**src/design/scrfm_pkg.sv**
```systemverilog
`default_nettype none
package scrfm_pkg;

    localparam int unsigned CNT_W      = 64;
    localparam int unsigned HALF_W     = CNT_W / 2;
    localparam int unsigned DIV_CNT_W  = $clog2(CNT_W);
    localparam int unsigned CFG_IDX_W  = 3;
    localparam int unsigned CFG_DATA_W = 32;
    localparam int unsigned QDEPTH     = 2;
    localparam int unsigned QPTR_W     = $clog2(QDEPTH);

    localparam logic [15:0] NEEDED_ENABLES    = 16'h0003;
    localparam logic [1:0]  LOCK_AGREEMENTS   = 2'd2;
    localparam logic [31:0] TOLERANCE_RESET   = 32'd10_000_000;
    localparam logic [7:0]  MAX_SAMPLES_RESET = 8'd10;

    typedef enum logic [CFG_IDX_W-1:0] {
        CFG_FEATURE     = 3'd0,
        CFG_ENABLES     = 3'd1,
        CFG_REF_HZ      = 3'd2,
        CFG_TOL_HZ      = 3'd3,
        CFG_MAX_SAMPLES = 3'd4
    } t_cfg_idx;

    typedef enum logic [1:0] {
        ST_MEASURING   = 2'd0,
        ST_LOCKED      = 2'd1,
        ST_FAILED      = 2'd2,
        ST_UNAVAILABLE = 2'd3
    } t_status;

    typedef enum logic [1:0] {
        JOB_RUN     = 2'd0,
        JOB_SKIP    = 2'd1,
        JOB_UNAVAIL = 2'd2
    } t_job_kind;

    typedef enum logic [2:0] {
        BK_IDLE,
        BK_MUL_LO,
        BK_MUL_HI,
        BK_SUM,
        BK_DIV,
        BK_DIFF,
        BK_UPDATE
    } t_back_state;

    typedef struct packed {
        logic [CNT_W-1:0] cycles_start;
        logic [CNT_W-1:0] ref_start;
        logic [CNT_W-1:0] cycles_end;
        logic [CNT_W-1:0] ref_end;
    } t_in_item;

    typedef struct packed {
        t_status          status;
        logic [CNT_W-1:0] freq_hz;
    } t_out_item;

    typedef struct packed {
        logic        feature_present;
        logic [15:0] counter_enable_bits;
        logic [31:0] reference_hz;
        logic [31:0] tolerance_hz;
        logic [7:0]  max_samples;
    } t_cfg;

    typedef struct packed {
        t_job_kind        kind;
        logic [CNT_W-1:0] dcyc;
        logic [CNT_W-1:0] dref;
    } t_job;

    typedef struct packed {
        logic             start;
        logic [CNT_W-1:0] dividend;
        logic [CNT_W-1:0] divisor;
    } t_div_req;

    typedef struct packed {
        logic             busy;
        logic             done;
        logic [CNT_W-1:0] quotient;
    } t_div_rsp;

endpackage
`default_nettype wire

```
**src/design/scrfm_front.sv**
```systemverilog
`default_nettype none
module scrfm_front (
    input  wire logic                                i_clk,
    input  wire logic                                i_rst_n,
    input  wire logic                                i_cfg_we,
    input  wire logic [scrfm_pkg::CFG_IDX_W-1:0]     i_cfg_idx,
    input  wire logic [scrfm_pkg::CFG_DATA_W-1:0]    i_cfg_data,
    input  wire logic                                i_push,
    output logic                                     o_full,
    input  wire scrfm_pkg::t_in_item                 i_item,
    output scrfm_pkg::t_cfg                          o_cfg,
    output logic                                     o_job_valid,
    output scrfm_pkg::t_job                          o_job,
    input  wire logic                                i_job_ready
);

    scrfm_pkg::t_cfg  r_cfg;
    scrfm_pkg::t_job  r_job;
    scrfm_pkg::t_job  n_job;
    logic             r_job_valid;
    logic             w_accept;
    logic             w_unavail;

    assign o_full      = r_job_valid && !i_job_ready;
    assign w_accept    = i_push && !o_full;
    assign o_cfg       = r_cfg;
    assign o_job_valid = r_job_valid;
    assign o_job       = r_job;

    always_ff @(posedge i_clk) begin
        if (!i_rst_n) begin
            r_cfg.feature_present     <= 1'b0;
            r_cfg.counter_enable_bits <= '0;
            r_cfg.reference_hz        <= '0;
            r_cfg.tolerance_hz        <= scrfm_pkg::TOLERANCE_RESET;
            r_cfg.max_samples         <= scrfm_pkg::MAX_SAMPLES_RESET;
        end else if (i_cfg_we) begin
            unique case (i_cfg_idx)
                scrfm_pkg::CFG_FEATURE:     r_cfg.feature_present     <= i_cfg_data[0];
                scrfm_pkg::CFG_ENABLES:     r_cfg.counter_enable_bits <= i_cfg_data[15:0];
                scrfm_pkg::CFG_REF_HZ:      r_cfg.reference_hz        <= i_cfg_data;
                scrfm_pkg::CFG_TOL_HZ:      r_cfg.tolerance_hz        <= i_cfg_data;
                scrfm_pkg::CFG_MAX_SAMPLES: r_cfg.max_samples         <= i_cfg_data[7:0];
                default: ;
            endcase
        end
    end

    always_comb begin
        w_unavail = !r_cfg.feature_present || (r_cfg.reference_hz == '0) ||
                    ((r_cfg.counter_enable_bits & scrfm_pkg::NEEDED_ENABLES) !=
                     scrfm_pkg::NEEDED_ENABLES);
        n_job.dcyc = i_item.cycles_end - i_item.cycles_start;
        n_job.dref = i_item.ref_end - i_item.ref_start;
        if (w_unavail) begin
            n_job.kind = scrfm_pkg::JOB_UNAVAIL;
        end else if ((n_job.dcyc == '0) || (n_job.dref == '0)) begin
            n_job.kind = scrfm_pkg::JOB_SKIP;
        end else begin
            n_job.kind = scrfm_pkg::JOB_RUN;
        end
    end

    always_ff @(posedge i_clk) begin
        if (!i_rst_n) begin
            r_job_valid <= 1'b0;
        end else if (w_accept) begin
            r_job_valid <= 1'b1;
        end else if (i_job_ready) begin
            r_job_valid <= 1'b0;
        end
    end

    always_ff @(posedge i_clk) begin
        if (w_accept) begin
            r_job <= n_job;
        end
    end

endmodule
`default_nettype wire

```
**src/design/scrfm_queue.sv**
```systemverilog
`default_nettype none
module scrfm_queue (
    input  wire logic              i_clk,
    input  wire logic              i_rst_n,
    input  wire logic              i_push,
    input  wire scrfm_pkg::t_job   i_data,
    output logic                   o_full,
    input  wire logic              i_pop,
    output logic                   o_empty,
    output scrfm_pkg::t_job        o_data
);

    scrfm_pkg::t_job               r_mem [scrfm_pkg::QDEPTH];
    logic [scrfm_pkg::QPTR_W-1:0]  r_wr_ptr;
    logic [scrfm_pkg::QPTR_W-1:0]  r_rd_ptr;
    logic [scrfm_pkg::QPTR_W:0]    r_count;
    logic                          w_wr;
    logic                          w_rd;

    assign o_full  = (r_count == (scrfm_pkg::QPTR_W + 1)'(scrfm_pkg::QDEPTH));
    assign o_empty = (r_count == '0);
    assign w_wr    = i_push && !o_full;
    assign w_rd    = i_pop && !o_empty;
    assign o_data  = r_mem[r_rd_ptr];

    always_ff @(posedge i_clk) begin
        if (!i_rst_n) begin
            r_wr_ptr <= '0;
            r_rd_ptr <= '0;
            r_count  <= '0;
        end else begin
            if (w_wr) begin
                r_wr_ptr <= r_wr_ptr + 1'b1;
            end
            if (w_rd) begin
                r_rd_ptr <= r_rd_ptr + 1'b1;
            end
            if (w_wr && !w_rd) begin
                r_count <= r_count + 1'b1;
            end else if (w_rd && !w_wr) begin
                r_count <= r_count - 1'b1;
            end
        end
    end

    always_ff @(posedge i_clk) begin
        if (w_wr) begin
            r_mem[r_wr_ptr] <= i_data;
        end
    end

endmodule
`default_nettype wire

```
**src/design/scrfm_div.sv**
```systemverilog
`default_nettype none
module scrfm_div (
    input  wire logic                 i_clk,
    input  wire logic                 i_rst_n,
    input  wire scrfm_pkg::t_div_req  i_req,
    output scrfm_pkg::t_div_rsp       o_rsp
);

    logic                              r_busy;
    logic                              r_done;
    logic [scrfm_pkg::DIV_CNT_W-1:0]   r_cnt;
    logic [scrfm_pkg::CNT_W-1:0]       r_rem;
    logic [scrfm_pkg::CNT_W-1:0]       r_quo;
    logic [scrfm_pkg::CNT_W-1:0]       r_div;
    logic [scrfm_pkg::CNT_W:0]         w_shift;
    logic [scrfm_pkg::CNT_W:0]         w_diff;
    logic                              w_ge;
    logic                              w_last;

    assign w_shift = {r_rem, r_quo[scrfm_pkg::CNT_W-1]};
    assign w_diff  = w_shift - {1'b0, r_div};
    assign w_ge    = !w_diff[scrfm_pkg::CNT_W];
    assign w_last  = (r_cnt == scrfm_pkg::DIV_CNT_W'(scrfm_pkg::CNT_W - 1));

    assign o_rsp.busy     = r_busy;
    assign o_rsp.done     = r_done;
    assign o_rsp.quotient = r_quo;

    always_ff @(posedge i_clk) begin
        if (!i_rst_n) begin
            r_busy <= 1'b0;
            r_done <= 1'b0;
            r_cnt  <= '0;
        end else begin
            r_done <= 1'b0;
            if (i_req.start) begin
                r_busy <= 1'b1;
                r_cnt  <= '0;
            end else if (r_busy) begin
                r_cnt <= r_cnt + 1'b1;
                if (w_last) begin
                    r_busy <= 1'b0;
                    r_done <= 1'b1;
                end
            end
        end
    end

    always_ff @(posedge i_clk) begin
        if (i_req.start) begin
            r_rem <= '0;
            r_quo <= i_req.dividend;
            r_div <= i_req.divisor;
        end else if (r_busy) begin
            r_rem <= w_ge ? w_diff[scrfm_pkg::CNT_W-1:0] : w_shift[scrfm_pkg::CNT_W-1:0];
            r_quo <= {r_quo[scrfm_pkg::CNT_W-2:0], w_ge};
        end
    end

endmodule
`default_nettype wire

```
**src/design/scrfm_back.sv**
```systemverilog
`default_nettype none
module scrfm_back (
    input  wire logic                 i_clk,
    input  wire logic                 i_rst_n,
    input  wire scrfm_pkg::t_cfg      i_cfg,
    input  wire logic                 i_job_empty,
    input  wire scrfm_pkg::t_job      i_job,
    output logic                      o_job_pop,
    output scrfm_pkg::t_div_req       o_div_req,
    input  wire scrfm_pkg::t_div_rsp  i_div_rsp,
    output logic                      o_empty,
    input  wire logic                 i_pop,
    output scrfm_pkg::t_out_item      o_result
);

    scrfm_pkg::t_back_state        r_state;
    scrfm_pkg::t_back_state        n_state;
    scrfm_pkg::t_job               r_job;
    logic [scrfm_pkg::CNT_W-1:0]   r_prod_lo;
    logic [scrfm_pkg::HALF_W-1:0]  r_prod_hi;
    logic [scrfm_pkg::CNT_W-1:0]   r_quot;
    logic [scrfm_pkg::CNT_W-1:0]   r_diff;
    logic [scrfm_pkg::CNT_W-1:0]   r_last;
    logic [scrfm_pkg::CNT_W-1:0]   n_last;
    logic [1:0]                    r_agree;
    logic [1:0]                    n_agree;
    logic [7:0]                    r_windows;
    logic [7:0]                    n_windows;
    logic                          r_res_valid;
    scrfm_pkg::t_out_item          r_result;
    scrfm_pkg::t_out_item          n_result;
    logic                          w_res_load;
    logic                          w_reading;
    logic                          w_locked;
    logic [scrfm_pkg::HALF_W-1:0]  w_mul_a;
    logic [scrfm_pkg::CNT_W-1:0]   w_mul;

    assign w_mul_a = (r_state == scrfm_pkg::BK_MUL_HI) ?
                     r_job.dcyc[scrfm_pkg::CNT_W-1:scrfm_pkg::HALF_W] :
                     r_job.dcyc[scrfm_pkg::HALF_W-1:0];
    assign w_mul   = scrfm_pkg::CNT_W'(w_mul_a) * scrfm_pkg::CNT_W'(i_cfg.reference_hz);

    assign o_div_req.dividend = r_prod_lo + {r_prod_hi, {scrfm_pkg::HALF_W{1'b0}}};
    assign o_div_req.divisor  = r_job.dref;
    assign o_empty            = !r_res_valid;
    assign o_result           = r_result;

    always_ff @(posedge i_clk) begin
        if (!i_rst_n) begin
            r_state <= scrfm_pkg::BK_IDLE;
        end else begin
            r_state <= n_state;
        end
    end

    always_comb begin
        n_state         = r_state;
        o_job_pop       = 1'b0;
        o_div_req.start = 1'b0;
        w_res_load      = 1'b0;
        unique case (r_state)
            scrfm_pkg::BK_IDLE: begin
                if (!i_job_empty) begin
                    o_job_pop = 1'b1;
                    n_state   = (i_job.kind == scrfm_pkg::JOB_RUN) ?
                                scrfm_pkg::BK_MUL_LO : scrfm_pkg::BK_UPDATE;
                end
            end
            scrfm_pkg::BK_MUL_LO: n_state = scrfm_pkg::BK_MUL_HI;
            scrfm_pkg::BK_MUL_HI: n_state = scrfm_pkg::BK_SUM;
            scrfm_pkg::BK_SUM: begin
                o_div_req.start = 1'b1;
                n_state         = scrfm_pkg::BK_DIV;
            end
            scrfm_pkg::BK_DIV: begin
                if (i_div_rsp.done) begin
                    n_state = scrfm_pkg::BK_DIFF;
                end
            end
            scrfm_pkg::BK_DIFF: n_state = scrfm_pkg::BK_UPDATE;
            scrfm_pkg::BK_UPDATE: begin
                if (!r_res_valid || i_pop) begin
                    w_res_load = 1'b1;
                    n_state    = scrfm_pkg::BK_IDLE;
                end
            end
            default: n_state = scrfm_pkg::BK_IDLE;
        endcase
    end

    always_ff @(posedge i_clk) begin
        if (o_job_pop) begin
            r_job  <= i_job;
            r_quot <= '0;
        end
        if (r_state == scrfm_pkg::BK_MUL_LO) begin
            r_prod_lo <= w_mul;
        end
        if (r_state == scrfm_pkg::BK_MUL_HI) begin
            r_prod_hi <= w_mul[scrfm_pkg::HALF_W-1:0];
        end
        if ((r_state == scrfm_pkg::BK_DIV) && i_div_rsp.done) begin
            r_quot <= i_div_rsp.quotient;
        end
        if (r_state == scrfm_pkg::BK_DIFF) begin
            r_diff <= (r_quot > r_last) ? (r_quot - r_last) : (r_last - r_quot);
        end
    end

    always_comb begin
        n_windows = r_windows + 8'd1;
        n_agree   = r_agree;
        n_last    = r_last;
        w_locked  = 1'b0;
        w_reading = (r_job.kind == scrfm_pkg::JOB_RUN) && (r_quot != '0);
        n_result.status  = scrfm_pkg::ST_MEASURING;
        n_result.freq_hz = '0;
        if (w_reading) begin
            if (r_last != '0) begin
                if (r_diff <= scrfm_pkg::CNT_W'(i_cfg.tolerance_hz)) begin
                    n_agree  = r_agree + 2'd1;
                    w_locked = (n_agree >= scrfm_pkg::LOCK_AGREEMENTS);
                end else begin
                    n_agree = '0;
                end
            end
            n_last = r_quot;
        end
        if (r_job.kind == scrfm_pkg::JOB_UNAVAIL) begin
            n_result.status = scrfm_pkg::ST_UNAVAILABLE;
        end else if (w_locked) begin
            n_result.status  = scrfm_pkg::ST_LOCKED;
            n_result.freq_hz = r_quot;
        end else if (n_windows >= i_cfg.max_samples) begin
            n_result.status = scrfm_pkg::ST_FAILED;
        end
        if (n_result.status != scrfm_pkg::ST_MEASURING) begin
            n_windows = '0;
            n_agree   = '0;
            n_last    = '0;
        end
    end

    always_ff @(posedge i_clk) begin
        if (!i_rst_n) begin
            r_last      <= '0;
            r_agree     <= '0;
            r_windows   <= '0;
            r_res_valid <= 1'b0;
        end else begin
            if (w_res_load) begin
                r_last      <= n_last;
                r_agree     <= n_agree;
                r_windows   <= n_windows;
                r_res_valid <= 1'b1;
            end else if (i_pop) begin
                r_res_valid <= 1'b0;
            end
        end
    end

    always_ff @(posedge i_clk) begin
        if (w_res_load) begin
            r_result <= n_result;
        end
    end

endmodule
`default_nettype wire

```
**src/design/stable_counter_ratio_freq_meter.sv**
```systemverilog
// A measured window runs through two 32x32 multiply steps, a sum and a 64-step restoring
// divider before its result; skipped or unavailable windows go straight to the update step.
// The back end takes one window at a time, so the single divider in the back end sets the pace;
// a staging beat and a two-entry queue let pushes run ahead of the divider.
// Reset (synchronous, active low) clears all measurement state, queues and the result
// slot, and loads register defaults: tolerance 10000000 Hz, sample limit 10.
`default_nettype none
module stable_counter_ratio_freq_meter (
    input  wire logic                              i_clk,
    input  wire logic                              i_rst_n,
    input  wire logic                              i_cfg_we,
    input  wire logic [scrfm_pkg::CFG_IDX_W-1:0]   i_cfg_idx,
    input  wire logic [scrfm_pkg::CFG_DATA_W-1:0]  i_cfg_data,
    input  wire logic                              push,
    output logic                                   full,
    input  wire scrfm_pkg::t_in_item               i_item,
    output logic                                   empty,
    input  wire logic                              pop,
    output scrfm_pkg::t_out_item                   o_result
);

    scrfm_pkg::t_cfg      w_cfg;
    scrfm_pkg::t_job      w_stage_job;
    scrfm_pkg::t_job      w_q_job;
    scrfm_pkg::t_div_req  w_div_req;
    scrfm_pkg::t_div_rsp  w_div_rsp;
    logic                 w_q_push;
    logic                 w_q_full;
    logic                 w_q_empty;
    logic                 w_q_pop;

    scrfm_front u_front (
        .i_clk       (i_clk),
        .i_rst_n     (i_rst_n),
        .i_cfg_we    (i_cfg_we),
        .i_cfg_idx   (i_cfg_idx),
        .i_cfg_data  (i_cfg_data),
        .i_push      (push),
        .o_full      (full),
        .i_item      (i_item),
        .o_cfg       (w_cfg),
        .o_job_valid (w_q_push),
        .o_job       (w_stage_job),
        .i_job_ready (!w_q_full)
    );

    scrfm_queue u_queue (
        .i_clk   (i_clk),
        .i_rst_n (i_rst_n),
        .i_push  (w_q_push),
        .i_data  (w_stage_job),
        .o_full  (w_q_full),
        .i_pop   (w_q_pop),
        .o_empty (w_q_empty),
        .o_data  (w_q_job)
    );

    scrfm_div u_div (
        .i_clk   (i_clk),
        .i_rst_n (i_rst_n),
        .i_req   (w_div_req),
        .o_rsp   (w_div_rsp)
    );

    scrfm_back u_back (
        .i_clk       (i_clk),
        .i_rst_n     (i_rst_n),
        .i_cfg       (w_cfg),
        .i_job_empty (w_q_empty),
        .i_job       (w_q_job),
        .o_job_pop   (w_q_pop),
        .o_div_req   (w_div_req),
        .i_div_rsp   (w_div_rsp),
        .o_empty     (empty),
        .i_pop       (pop),
        .o_result    (o_result)
    );

    a_freq_only_when_locked: assert property (@(posedge i_clk) disable iff (!i_rst_n)
        (!empty && (o_result.status != scrfm_pkg::ST_LOCKED)) |-> (o_result.freq_hz == '0))
        else $error("nonzero frequency on a result that is not locked");

    a_stage_waits_on_full_queue: assert property (@(posedge i_clk) disable iff (!i_rst_n)
        (w_q_push && w_q_full) |=> w_q_push)
        else $error("staged window dropped while queue full");

    a_div_start_when_idle: assert property (@(posedge i_clk) disable iff (!i_rst_n)
        w_div_req.start |-> !w_div_rsp.busy)
        else $error("divider restarted while busy");

    a_div_done_ends_busy: assert property (@(posedge i_clk) disable iff (!i_rst_n)
        w_div_rsp.done |-> ($past(w_div_rsp.busy) && !w_div_rsp.busy))
        else $error("divider done without a finished run");

endmodule
`default_nettype wire
```
**config.mk**
```make
export PLATFORM = sky130hd
export DESIGN_NAME = stable_counter_ratio_freq_meter
export DESIGN_NICKNAME = d
export VERILOG_FILES = /design/src/design/scrfm_pkg.sv /design/src/design/scrfm_front.sv /design/src/design/scrfm_queue.sv /design/src/design/scrfm_div.sv /design/src/design/scrfm_back.sv /design/src/design/stable_counter_ratio_freq_meter.sv
export SDC_FILE = /design/constraint.sdc
export NUM_CORES = 2
export LEC_CHECK = 0
export BUFFER_PORTS_ARGS = -buffer_cell sky130_fd_sc_hd__clkbuf_2
export CAP_MARGIN = 0
export CORE_ASPECT_RATIO = 1.25
export CORE_UTILIZATION = 45
export CTS_CLUSTER_DIAMETER = 50
export DETAILED_ROUTE_END_ITERATION = 7
export SLEW_MARGIN = 20
export SYNTH_ARGS = -nofsm -noshare
export SYNTH_HDL_FRONTEND = slang
export SYNTH_SLANG_ARGS = --single-unit
export TNS_END_PERCENT = 30
```
**constraint.sdc**
```tcl
create_clock -name i_clk -period 13 [get_ports i_clk]
set_input_delay 2.6 -clock i_clk [delete_from_list [all_inputs] [get_ports i_clk]]
set_output_delay 2.6 -clock i_clk [all_outputs]
set_load 0.05 [all_outputs]
```
==> metrics.yaml <==
run_status:
  status: "finished, final reports clean"
timing:
  finalCritPeriodShare_pct: 80.2
  layout_setup_ws_ns: 2.57
  final_max_slew_viol_count: 0
  whs_ns: 0.383
  setup_tns_ns: 0
  worst_slew_pin_slew_ns: 1.14
  slew_headroom_pct: 23.1
  hold_violations: 0
  rsz0062_at_grt: "no"
  skew_ns: 0.0599
  min_period_ns: 10.43
  report.final.setup_viol: 0
  fmaxAchievable_mhz: 95.9
placement:
  port_buffers: 363
  dp_hpwl_mm: 203
  gp_congestion: 0.956
  dp_slack_ns: 2.67
  dp_cells: 12300
  placed_cell_area_um2: 99800
synth:
  ys_types: 97
  synth_flop_cell: "edfxtp_1"
  synth_edf_count: 938
  synth_mux_area_share_pct: 2.27
  ys_ff_latch: 1169
  netlist_area_um2: 95700
  synthAdderAreaFrac_pct: 27.4
  synth-simple-area-share_pct: 13.9
  synth_area_per_cell_um2: 10.0
  synthCells: 9533
  syn_nets: 11400
  synthArstFlopShare_pct: 0
  synth_compound_area_share_pct: 11.9
  synth_top_family_by_area: "adder cells"
  synth_xor_xnor_area_share_pct: 3.00
  seq_area_frac_synth_pct: 34.3
  synthesis.yosys.warnings: 0
cts:
  htreeDepth: 4
  cts_hold_buf: 0
  cts_sinks: 1169
  ctsResizeCount: 0
  clockBufferDepth: 3
  cts_tree: "done"
  clkTransAtPathRegs_ns: 0.06
  clk-insertion-delay-late_ns: 0.79
  root_buffer: "clkbuf_16"
  cts_setup_buffers: 0
  numCtsBuffers: 131
grt:
  first_global_vias: 71400
  grt_max_degree: 95
  grt.overflow.total: 0
  grt_usage_pct: 24.5
  grt_pass1_wl_mm: 410
  antenna_found_initial: 9
setup_path:
  required_ns: 13.52
  cp_slowest_stage_delay_ns: 1.00
  end_kind: "flop"
  crit_top_cell: "fa_1"
  crit_type: "flop to flop"
  crit_path_start_kind: "flop"
  cp_max_fo: 33
  arrival_ns: 10.95
  path_delay_family: "adder cells"
  slowest_stage: "o41ai_1"
  crit_buf_inv: 5
power_and_ir_drop:
  ir_drop_mv: 0.136
  powerDensity_nw_per_um2: 150
  fin_total_pwr_mw: 15.7
  power_leakage_nw: 45.4
layout:
  nets: 11500
  layout-drive-gt1-share_pct: 9.18
  mostFrequentLayoutCells: "1324 x inv_1, 1038 x nand2_1, 938 x edfxtp_1, 902 x fa_1, 722 x and2_1"
  stdcell_area_um2: 104000
  fin_util_pct: 49.6
  layout_commonest_cell: "inv_1"
  fin_cells: 12500
  syn2layout_area_growth_pct: 9.04
drt:
  dr.pass1.iters: 6
  routed_via_density: 5.53
  drt_wl_total_mm: 265
  drt_iter0_drc: 4551
  drc: 0
  wire_per_inst_um: 21.2
  drt.antenna.violating_nets: 0
  vias: 69200
floorplanning:
  die_h_um: 518
  design.core.area_um2: 211000
  die-area_um2: 214000
  initial_core_util_pct: 45.4
  die_x_um: 414
  io_pins: 364
  rows: 188
job:
  cap_viol_max_count: 0
min_path:
  hold_class: "flop to flop"
cells by family (layout without fill, tap and decap cells):
kind of cell | Yosys count | in the layout
simple gates | 2683 | 2683
flops | 1169 | 1169
fa+ha+maj | 1556 | 1556
xor+xnor | 328 | 328
compound gates | 1815 | 1815
mux | 196 | 196
buf+inv | 1786 | 2015
other cells | 0 | 2
path summary, 6_finish.rpt:
| check | from | end | slack (ns) | depth (start not counted) |
|---|---|---|---|---|
| worst max-delay path | u_back.r_state[1] | u_back.r_prod_lo[56] | 2.57 | 29 |
| worst min register to register | u_back.o_div_req[57] | u_div.r_div[57] | 0.38 | 0 |
| worst min-delay path | u_back.o_div_req[57] | u_div.r_div[57] | 0.38 | 0 |
| worst max register to register | u_back.r_state[1] | u_back.r_prod_lo[56] | 2.57 | 29 |
metal layers:
metal / GRT usage [%] / wire [um] / up-vias
li1: - / - / 32200
met1: 30.2 / 108000 / 34400
met2: 42.8 / 132000 / 2089
met3: 2.74 / 12100 / 552
met4: 11.4 / 13200 / 2
met5: 0 / 17 / -
worst register-to-register path: cells and delay by family (launching register included):
kind                       cells  cell delay, ns
xor gates and xnor gates       1            0.13
and+or+nand+nor                5            0.90
buffers and inverters          5            0.67
adders and majority gates      9            3.88
DFF                            1            0.58
AOI/OAI and AO/OA              8            3.21
muxes                          1            0.81
cell type report:
cell class / instances / area, um^2
diodes: 2 / 5.00
repair buffers: 447 / 2450
clock inverters: 79 / 1010
well taps: 2755 / 3450
clock buffers: 161 / 3460
fillers: 19300 / 106000
inverters: 1328 / 4990
flip-flops and latches: 1169 / 32800
multi-input cells: 6578 / 56200
sequential cells by signal, summed over array words and instances (netlist names), 66 cells and up, named ones only:
name and cells:
u_back.o_result 66, u_front.o_cfg 75, u_front.o_job 130, u_queue.r_mem 260, u_back.r_job 66
power breakdown:
| part | internal [mW] | switching [mW] |
|---|---|---|
| combinational | 2.20 | 4.34 |
| clock | 2.12 | 1.61 |
| sequential | 4.97 | 0.435 |
| total | 9.29 | 6.38 |
synthesized netlist by cell type, types with 89 or more instances:
| library cell | number | area (um^2) |
|---|---|---|
| a21o_1 | 201 | 1510 |
| a21oi_1 | 637 | 3190 |
| and2_1 | 722 | 4520 |
| clkbuf_1 | 420 | 1580 |
| dfxtp_1 | 231 | 4620 |
| edfxtp_1 | 938 | 28200 |
| fa_1 | 902 | 18100 |
| ha_1 | 654 | 8180 |
| inv_1 | 1326 | 4980 |
| mux2_2 | 166 | 1870 |
| nand2_1 | 1040 | 3900 |
| nand4_1 | 108 | 676 |
| nor2_1 | 331 | 1240 |
| o21ai_0 | 359 | 1800 |
| o21bai_1 | 89 | 668 |
| xnor2_1 | 187 | 1640 |
| xor2_1 | 141 | 1230 |
No activity file was read; power rests on OpenSTA's default activity.
